<file path="src/rtl/lsq4_pkg.sv">
`default_nettype none
package lsq4_pkg;

  localparam int NUM_SUMS = 14;
  localparam int COUNT_BITS_DEF = 16;
  localparam logic signed [15:0] X3_ONE = 16'sd256;
  localparam logic [31:0] PIVOT_FLOOR_RST = 32'd1;
  localparam logic [63:0] SAT_MAX = 64'h7FFF_FFFF_FFFF_FFFF;
  localparam logic signed [64:0] HI65 = {1'b0, SAT_MAX};
  localparam logic signed [64:0] LO65 = -HI65;
  localparam logic [2:0] OPND_Y = 3'd4;
  localparam logic [2:0] LAST_COL = 3'd4;

  typedef logic [NUM_SUMS-1:0][63:0] sums_t;

  typedef enum logic [1:0] {
    ST_OK       = 2'd0,
    ST_FEW      = 2'd1,
    ST_SINGULAR = 2'd2
  } status_e;

  typedef enum logic [1:0] {
    F_IDLE,
    F_ACC,
    F_PUSH
  } front_state_e;

  typedef enum logic [3:0] {
    S_IDLE,
    S_LOAD,
    S_LOAD_W,
    S_PIV,
    S_PIV_CHK,
    S_DIAG,
    S_NORM,
    S_NORM_W,
    S_ELIM_F,
    S_ELIM_M,
    S_ELIM_MW,
    S_BACK_INIT,
    S_BACK_M,
    S_BACK_MW,
    S_OUT
  } solve_state_e;

  // upper-triangle sum index for matrix entry (i,j)
  localparam logic [3:0] SUM_SEL [16] = '{
    4'd0, 4'd1, 4'd2, 4'd3,
    4'd1, 4'd4, 4'd5, 4'd6,
    4'd2, 4'd5, 4'd7, 4'd8,
    4'd3, 4'd6, 4'd8, 4'd9
  };

  // operand pair of each sum slot: 0..3 regressors, 4 target
  localparam logic [2:0] OPND_A [16] = '{
    3'd0, 3'd0, 3'd0, 3'd0, 3'd1, 3'd1, 3'd1, 3'd2,
    3'd2, 3'd3, 3'd0, 3'd1, 3'd2, 3'd3, 3'd3, 3'd3
  };
  localparam logic [2:0] OPND_B [16] = '{
    3'd0, 3'd1, 3'd2, 3'd3, 3'd1, 3'd2, 3'd3, 3'd2,
    3'd3, 3'd3, 3'd4, 3'd4, 3'd4, 3'd4, 3'd3, 3'd3
  };

  function automatic logic [63:0] mag64(input logic [63:0] v);
    return v[63] ? (64'd0 - v) : v;
  endfunction

  function automatic logic [63:0] from_mag(input logic [63:0] m, input logic neg);
    logic [63:0] c;
    c = (m > SAT_MAX) ? SAT_MAX : m;
    return neg ? (64'd0 - c) : c;
  endfunction

  function automatic logic [63:0] add_sat(input logic [63:0] a, input logic [63:0] b);
    logic signed [64:0] s;
    s = $signed({a[63], a}) + $signed({b[63], b});
    if (s > HI65) return SAT_MAX;
    if (s < LO65) return LO65[63:0];
    return s[63:0];
  endfunction

  // Q32.32 to Q16.16, round half away from zero, saturate
  function automatic logic [31:0] to_q16(input logic [63:0] v);
    logic [63:0] r;
    r = (mag64(v) + 64'h8000) >> 16;
    if (v[63]) begin
      if (r > 64'h8000_0000) r = 64'h8000_0000;
      r = 64'd0 - r;
      return r[31:0];
    end
    return (r > 64'h7FFF_FFFF) ? 32'h7FFF_FFFF : r[31:0];
  endfunction

  function automatic logic [4:0] w_index(input logic [1:0] r, input logic [2:0] c);
    return 5'({r, 2'b00}) + 5'(r) + 5'(c);
  endfunction

endpackage
`default_nettype wire

</file>
<file path="src/rtl/lsq4_queue.sv">
`default_nettype none
module lsq4_queue #(
  parameter int COUNT_BITS = lsq4_pkg::COUNT_BITS_DEF
) (
  input  wire                   clk_i,
  input  wire                   rst_ni,
  input  wire                   push_i,
  input  lsq4_pkg::sums_t       sums_i,
  input  wire  [COUNT_BITS:0]   count_i,
  output logic                  full_o,
  output logic                  valid_o,
  input  wire                   pop_i,
  output lsq4_pkg::sums_t       sums_o,
  output logic [COUNT_BITS:0]   count_o
);

  logic                  valid_q;
  lsq4_pkg::sums_t       sums_q;
  logic [COUNT_BITS:0]   count_q;

  // one-entry request slot between accumulator and solver
  always_ff @(posedge clk_i or negedge rst_ni) begin
    if (!rst_ni) begin
      valid_q <= 1'b0;
    end else if (push_i) begin
      valid_q <= 1'b1;
    end else if (pop_i) begin
      valid_q <= 1'b0;
    end
  end

  always_ff @(posedge clk_i) begin
    if (push_i) begin
      sums_q  <= sums_i;
      count_q <= count_i;
    end
  end

  assign full_o  = valid_q;
  assign valid_o = valid_q;
  assign sums_o  = sums_q;
  assign count_o = count_q;

endmodule
`default_nettype wire

</file>
<file path="config.mk">
export PLATFORM = sky130hd
export DESIGN_NAME = lsq4_queue
export DESIGN_NICKNAME = d
export VERILOG_FILES = /design/src/rtl/lsq4_pkg.sv /design/src/rtl/lsq4_queue.sv
export SDC_FILE = /design/constraint.sdc
export NUM_CORES = 1
export LEC_CHECK = 0
export BUFFER_PORTS_ARGS = -buffer_cell sky130_fd_sc_hd__buf_2
export CORE_AREA = 2 2 719 721
export CTS_CLUSTER_DIAMETER = 200
export CTS_CLUSTER_SIZE = 12
export DETAILED_ROUTE_END_ITERATION = 6
export DIE_AREA = 0 0 721 723
export PLACE_DENSITY_LB_ADDON = 0.12
export SLEW_MARGIN = 40
export SYNTH_ARGS = -nofsm -noshare
export SYNTH_HDL_FRONTEND = slang
export SYNTH_SLANG_ARGS = --single-unit
</file>
<file path="constraint.sdc">
create_clock -name clk_i -period 2.29 [get_ports clk_i]
set_clock_uncertainty 0.15 [all_clocks]
set_input_delay 0.458 -clock clk_i [delete_from_list [all_inputs] [get_ports clk_i]]
set_output_delay 0.458 -clock clk_i [all_outputs]
set_load 0.02 [all_outputs]
</file>
After elaboration in Yosys (flattened, before gate mapping):

Index checks and enable logic that the tools add are counted.

* multiplexer cells: 2
* reduce and logical (&&, ||, !) cells: 1

Operator list (number)
* $mux W1: 2
* $reduce_bool A2 Y1: 1

* register bits: 914
* input port bits: 917
* output and inout bits: 915
* word-level logic and storage cells: 19

Logic depth before layout (Yosys ltp):

Gate-level depths: netlist of the first run.

* depth after elaboration: 2
* gate-level depth with buffers: 2
* depth with buffers taken out: 2

Least setup slack after synthesis of the first run:

No wires, ideal clock.

* path kind: reg2out
* start: reg valid_q, in the netlist full_o
* end: out valid_o
* arrival time: 0.626 ns
* required time: 1.682 ns
* slack: 1.056 ns
* stages on the path, launching flop included: 2
* buffers on the path: 1
* cell sequence: dfrtp_1 > buf_4

RTL lines
* from (decl): RTL line lsq4_queue.sv:17 `logic valid_q;`
* from (signal assigned): RTL line lsq4_queue.sv:24 `valid_q <= 1'b0;`
* from (signal assigned): RTL line lsq4_queue.sv:26 `valid_q <= 1'b1;`
* from (signal assigned): RTL line lsq4_queue.sv:28 `valid_q <= 1'b0;`
* to (decl): RTL line lsq4_queue.sv:11 `output logic valid_o,`

No word-level cell between the ends.

Worst setup path after layout of the first run:

* start: reg sums_q (netlist bit sums_o[490])
* end: out sums_o[490] in the netlist's numbering

RTL lines
* from (decl): RTL line lsq4_queue.sv:18 `lsq4_pkg::sums_t sums_q;`
* from (signal assigned): RTL line lsq4_queue.sv:34 `sums_q <= sums_i;`
* to (decl): RTL line lsq4_queue.sv:13 `output lsq4_pkg::sums_t sums_o,`

No word-level cell between the ends.

==> summary.md, run 1 <==
| Metric | Value |
|---|---|
| Vias in the first global route | 24340 |
| Final Max Slew Viols | 0 |
| Worst Path Buf+Inv | 1 |
| H-Tree Depth | 3 |
| TritonRoute pass-1 iters | 5 |
| Gate Count Post-Synth | 917 |
| Crit path max fanout | 1 |
| IO buf count | 1831 |
| Max_slew headroom | a little over half |
| Fin. Hold Viols | 0 |
| Worst-margin pin slew | between 0.7 and 0.8 ns |
| Vias | 23090 |
| Post-DP Area | 45750 um2 |
| Die height | a little over 700 um |
| Final setup vio count | 2 |
| # nets final | 4728 |
| Post-Syn Area | between 20000 and 30000 um2 |
| Die Wd | 721 um |
| Largest family of logic cells by synthesized area | buffers and inverters |
| HPWL after DPL | 271900 um |
| Slowest stage cell, crit path | edfxtp_1 |
| Row cnt | between 200 and 300 |
| Simple-gate share of the synthesized area | 0% |
| Synth top area share | 99.84% |
| Maxcap violations | 0 |
| Critical path class | reg -> out |
| Pin count of the biggest net entering global routing | 67 |
| Worst hold path type | in -> reg |
| Synth Net Count | 1834 |
| Gpl congestion | slightly below 1 |
| Via density | about 2.2 |
| Worst setup SP type | flop |
| Clock transition at path regs | 0.07 ns |
| CP top delay family | flip-flops |
| Max incr delay on CP | 0.76 ns |
| Global-route wire length before repair | 357500 um |
| Total grt overflow | 0 |
| Initial antenna violation count | around 240 |
| Final wirelength | 305900 um |
| CTS Buffer Depth | 4 |
| WL/cell | between 20 and 30 um |
| Final Critical Period | 2.424 ns |
| Post-synth top area cell | edfxtp_1 |
| Syn. warnings | 0 |
| CP Data Arrival Time | 1.82 ns |
| Setup TNS | -0.2620 ns |
| Adder-cell share of the synthesized area | 0% |
| Boundary pin count | approximately 1800 |
| Area fraction in compound gates after synthesis | 0.02734% |
| CTS tree | built |
| Largest cells by area after synthesis | edfxtp_1, dfrtp_1, a21o_1 |
| Yosys cell types | 5 |
| Fmax | 0.4125 GHz |
| Yosys reg bits | 914 |
| Clk root buf | clkbuf_16 |
| Critical-path cell list | buf_6 |
| Clk Latency, worst-skew pair | 0.80 ns |
| Layout cells sized above 1 | between 50 and 60% |
| Area growth syn-to-layout | 112.2% |
| Global Route Usage Sum | between 10 and 15% |
| Mux contribution to synthesized area | 0% |
| DR DRC count | 0 |
| Unrepaired setup endpoints after global routing | true |
| Initial Utilization | 5.336% |
| Num CTS Buffers | 95 |
| Sequential fraction of the synthesis area | about 100% |
| Post-DRT Antenna Nets | 0 |
| Crit share post-route | 105.9% |
| Req. time, crit path | 1.68 ns |
| DRT iter0 DRCs | around 1200 |
| Lkg Pwr | 21.76 nW |
| Worst setup margin | -0.1342 ns |
| Area of the core | 514600 um2 |
| Power per cell area | 746.4 nW/um2 |
| CTS sink count | 914 |
| Mean Syn Cell Area | between 20 and 30 um2 |
| Design area | 58280 um2 |
| Failing checks | negative setup slack |
| Status | finished with violations |
| Post-Synth XOR/XNOR Area | 0% |
| CP endpoint kind | primary output |
| Max VDD drop | about 0.49 mV |
| Die area | between 500000 and 600000 um2 |
| Power Total | 43.50 mW |
registers in the layout (all words and copies together), names as in the netlist:
register	count
full_o	1
sums_o	896
count_o	17
cell families after synthesis:
kind of cell,count (synthesis)
flops,914
compound gates,1
buf+inv,2
path summary, 6_finish.rpt:
check | depth (start not counted) | slack (ns) | from | to
min reg2reg | 1 | 0.51 | full_o | full_o
min in group asynchronous | 3 | 0.39 | rst_ni | full_o
max in group asynchronous | 3 | 1.48 | rst_ni | full_o
min | 2 | 0.17 | sums_i[475] | sums_o[475]
max reg2reg | 1 | 1.33 | full_o | full_o
max | 1 | -0.13 | sums_o[490] | sums_o[490]
area by class of cell:
type,instances,area [um2]
Inverter,1,3.754
Clock buffer,102,2404
Antenna cell,94,235.2
Clock inverter,14,137.6
Fill cell,58740,456400
Multi-Input combinational cell,1,7.507
Timing Repair Buffer,2798,19560
Tap cell,6783,8487
Sequential cell,914,27440
stage by stage:
| stage | instances | setup slack [ns] | utilization [%] | hold slack (ns) |
|---|---|---|---|---|
| after floorplan | 917 | 1.056 | - | 0.01241 |
| final | 10710 | -0.1342 | 11.32 | 0.1736 |
| after CTS | 10610 | -0.2612 | 11.28 | 0.03335 |
| after detailed placement | 9580 | 0.2528 | 8.890 | 0.1036 |
| after global placement | 9580 | 0.2509 | 8.890 | 0.1077 |
| after global routing | 10660 | -0.1571 | 11.30 | 0.09491 |
synth_stat cells:
cell	instances
buf_4	1
edfxtp_1	913
a21o_1	1
inv_1	1
dfrtp_1	1
repair_timing:
item                                   4_1_cts  5_1_grt
setup endpoints to repair                  106       14
hold buffers                               917        0
endpoints found under the hold margin      917        0
resized for setup                          187        1
pin swaps                                    0        0
setup buffers                                0        0
cells in the final DEF, fill, tap and decap left out:
cell	netlist	layout
diode_2	0	94
buf_4	1	54
edfxtp_1	913	913
inv_1	1	1
clkbuf_1	0	7
clkinv_8	0	2
dlygate4sd3_1	0	917
clkinv_1	0	1
inv_8	0	3
a21o_1	1	1
clkbuf_4	0	1
buf_2	0	1724
clkbuf_16	0	95
dfrtp_2	0	1
clkinv_4	0	1
buf_12	0	21
inv_6	0	5
clkinvlp_4	0	2
buf_6	0	79
buf_8	0	2
power breakdown:
part	total [mW]	leakage [nW]	internal, mW	switching [mW]
clock network	15.1	1.24	7.46	7.64
logic	7.72	11.6	2.67	5.05
registers	20.7	8.95	19.9	0.780
routing by layer:
metal | track usage, % | wire (um) | share of wire (%)
met3 | 4.853 | 31110 | 10
met1 | 12.51 | 115700 | 38
met5 | 0 | 441 | 0.14
met2 | 19.37 | 149100 | 49
met4 | 3.030 | 9591 | 3.1
Power figures use the tool's default switching activity.
==> run 2: changes to the inputs <==
--- a/config.mk
+++ b/config.mk
@@ -6,11 +6,11 @@
 export NUM_CORES = 1
 export LEC_CHECK = 0
 export BUFFER_PORTS_ARGS = -buffer_cell sky130_fd_sc_hd__buf_2
-export CORE_AREA = 2 2 719 721
+export CORE_AREA = 2 2 718 720
 export CTS_CLUSTER_DIAMETER = 200
 export CTS_CLUSTER_SIZE = 12
 export DETAILED_ROUTE_END_ITERATION = 6
-export DIE_AREA = 0 0 721 723
+export DIE_AREA = 0 0 720 722
 export PLACE_DENSITY_LB_ADDON = 0.12
 export SLEW_MARGIN = 40
 export SYNTH_ARGS = -nofsm -noshare
==> summary.md, run 2 (synthesis results as in run 1) <==
| Metric | Value |
|---|---|
| Status | finished clean (was finished with violations) |
| Row cnt | 263 (was 264) |
| Global-route wire length before repair | 343700 um (was 357500 um) |
| Boundary pin count | 1832 (unchanged) |
| CP Data Arrival Time | 1.63 ns (was 1.82 ns) |
| Max FFs per register | 896 (unchanged) |
| WHS | 0.1513 ns (was 0.1736 ns) |
| Crit share post-route | 97.57% (was 105.9%) |
| Fillers | 58250 (was 58740) |
| Multi-input logic area | 7.507 um2 (unchanged) |
| Fin. Hold Viols | 0 (unchanged) |
| Power per cell area | 746.1 nW/um2 (was 746.4 nW/um2) |
| Slowest stage cell, crit path | edfxtp_1 (unchanged) |
| Maxcap violations | 0 (unchanged) |
| Fin cells | 10700 (was 10710) |
| Post-Place Cells | 9564 (was 9580) |
| TritonRoute pass-1 iters | 5 (unchanged) |
| H-Tree Depth | 3 (unchanged) |
| CP top delay family | flip-flops (unchanged) |
| Area growth syn-to-layout | 111.4% (was 112.2%) |
| Pin count of the biggest net entering global routing | 77 (was 67) |
| Commonest non-fill, non-tap cell in the layout | buf_2 (unchanged) |
| CTS tree | built (unchanged) |
| Area of the core | 511700 um2 (was 514600 um2) |
| IO buf count | 1831 (unchanged) |
| Final core occ | 11.34% (was 11.32%) |
| # nets final | 4737 (was 4728) |
| Vias | 23460 (was 23090) |
| Die height | 722 um (was 723 um) |
| Final setup vio count | 0 (was 2) |
| GR Util met2 | 18.05% (was 19.37%) |
| Max VDD drop | 0.5116 mV (was 0.4878 mV) |
| Final Critical Period | 2.234 ns (was 2.424 ns) |
| Hold worst-path end | sums_o[395] (was sums_o[475]) |
| CTS sink count | 914 (unchanged) |
| Die area | 519800 um2 (was 521300 um2) |
| Register area | 27440 um2 (unchanged) |
| Int Pwr | 30.13 mW (was 30.03 mW) |
| Layout cells sized above 1 | 52.03% (was 51.96%) |
| Total grt overflow | 0 (unchanged) |
| Post-DRT Antenna Nets | 0 (unchanged) |
| DR DRC count | 0 (unchanged) |
| Via density | 2.192 (was 2.156) |
| Switch share | 30.42% (was 30.97%) |
| Part of the power in combinational logic | 17.4% (was 17.7%) |
| Max_slew headroom | 52.06% (was 52.20%) |
| GR peak layer | met2 (unchanged) |
| Setup slack, reg-to-reg | 1.35 ns (was 1.33 ns) |
| Initial Utilization | 5.366% (was 5.336%) |
| Clk root buf | clkbuf_16 (unchanged) |
| Net Switching | 13.17 mW (was 13.47 mW) |
| Max incr delay on CP | 0.55 ns (was 0.76 ns) |
| Die Wd | 720 um (was 721 um) |
| Crit path max fanout | 1 (unchanged) |
| DRT iter0 DRCs | 1270 (was 1210) |
| Met1 Use GR | 12.25% (was 12.51%) |
| Commonest cells after routing, fill and taps aside | buf_2, dlygate4sd3_1, edfxtp_1 (unchanged) |
| Worst R2R Path Depth | 1 (unchanged) |
| Hold Crit Start | sums_i[395] (was sums_i[475]) |
| Design area | 58040 um2 (was 58280 um2) |
| Worst-margin pin slew | 0.7167 ns (was 0.7169 ns) |
| Setup TNS | 0 ns (was -0.2620 ns) |
| Worst Path Buf+Inv | 1 (unchanged) |
| Hold Crit Depth | 2 (unchanged) |
| Critical-path cell list | buf_6 (unchanged) |
| Num CTS Buffers | 94 (was 95) |
| Flop pwr share | 47.3% (was 47.5%) |
| Unrepaired setup endpoints after global routing | true (unchanged) |
| CP endpoint kind | primary output (unchanged) |
| Final Max Slew Viols | 0 (unchanged) |
| Fmax | 0.4475 GHz (was 0.4125 GHz) |
| R2R Path End | full_o (unchanged) |
| Clock transition at path regs | 0.07 ns (about the same) |
| HPWL after DPL | 257100 um (was 271900 um) |
| CTS Buffer Depth | 4 (unchanged) |
| Met3 usage | 4.538% (was 4.853%) |
| Lkg Pwr | 21.71 nW (was 21.76 nW) |
| Critical path class | reg -> out (unchanged) |
| Worst r2r src | full_o (unchanged) |
| Worst setup SP type | flop (unchanged) |
| Post-DP Area | 45770 um2 (was 45750 um2) |
| Vias in the first global route | 24750 (was 24340) |
| Final wirelength | 290100 um (was 305900 um) |
| Worst hold path type | in -> reg (unchanged) |
| Req. time, crit path | 1.68 ns (about the same) |
| WL/cell | 27.11 um (was 28.57 um) |
| Clk Latency, worst-skew pair | 0.81 ns (was 0.80 ns) |
| Gpl congestion | 0.9369 (was 0.9877) |
| Clock Power Share | 35.3% (was 34.7%) |
| Initial antenna violation count | 280 (was 237) |
| Global Route Usage Sum | 10.68% (was 11.21%) |
-- run 2: cell count changes in the layout (fill, tap and decap cells not counted), sizes merged --
cell,delta
inv,-2
diode,+11
clkinvlp,-2
clkbuf,+1
buf,+11
bufinv,+2
-- run 2: timing repair --
item	CTS	global route
hold buffers	917	0
resized for setup	73	2
buffers inserted	0	0
endpoints found under the setup margin	45	5
endpoints found under the hold margin	921	0
-- run 2: cell type report --
class | count | area share [%]
clock inverters | 12 | 0.3708
flip-flops and latches | 914 | 47.28
diodes | 105 | 0.4527
repair buffers | 2808 | 33.19
inverters | 1 | 0.006467
well taps | 6757 | 14.57
multi-input cells | 1 | 0.01293
clock buffers | 104 | 4.118
-- run 2: worst max-delay path by stage --
stage | depth (start not counted) | slack [ns] | from | to
global placement | 4 | 0.31 | push_i | sums_o[612]
global route | 1 | -0.03 | sums_o[814] | sums_o[814]
floorplan | 1 | 1.06 | full_o | valid_o
detailed placement | 4 | 0.31 | push_i | sums_o[468]
finish | 1 | 0.06 | sums_o[814] | sums_o[814]
CTS | 1 | -0.11 | sums_o[798] | sums_o[798]
-- run 2: power by group through the flow --
stage          clock [mW]  sequential, mW  combinational (mW)
5_1_grt              16.7            20.6                7.95
6_report             15.3            20.5                7.54
3_3_place_gp            0            20.9                6.19
4_1_cts              16.4            20.5                7.89
3_5_place_dp            0            20.9                6.14
2_1_floorplan           0            22.3             0.00455
-- run 2: metal layers --
layer / vias to the layer above / part of all wire (%)
met4: 80 / 3.2
met5: - / 0.18
li1: 9673 / -
met3: 443 / 9.7
met2: 1506 / 48
met1: 11750 / 39
-- run 2: metrics by stage --
step	setup slack, ns	total power, mW
finish	0.05555	43.30
floorplan	1.056	22.33
global placement	0.3062	27.08
CTS	-0.1052	44.86
detailed placement	0.3069	26.99
global route	-0.02602	45.24
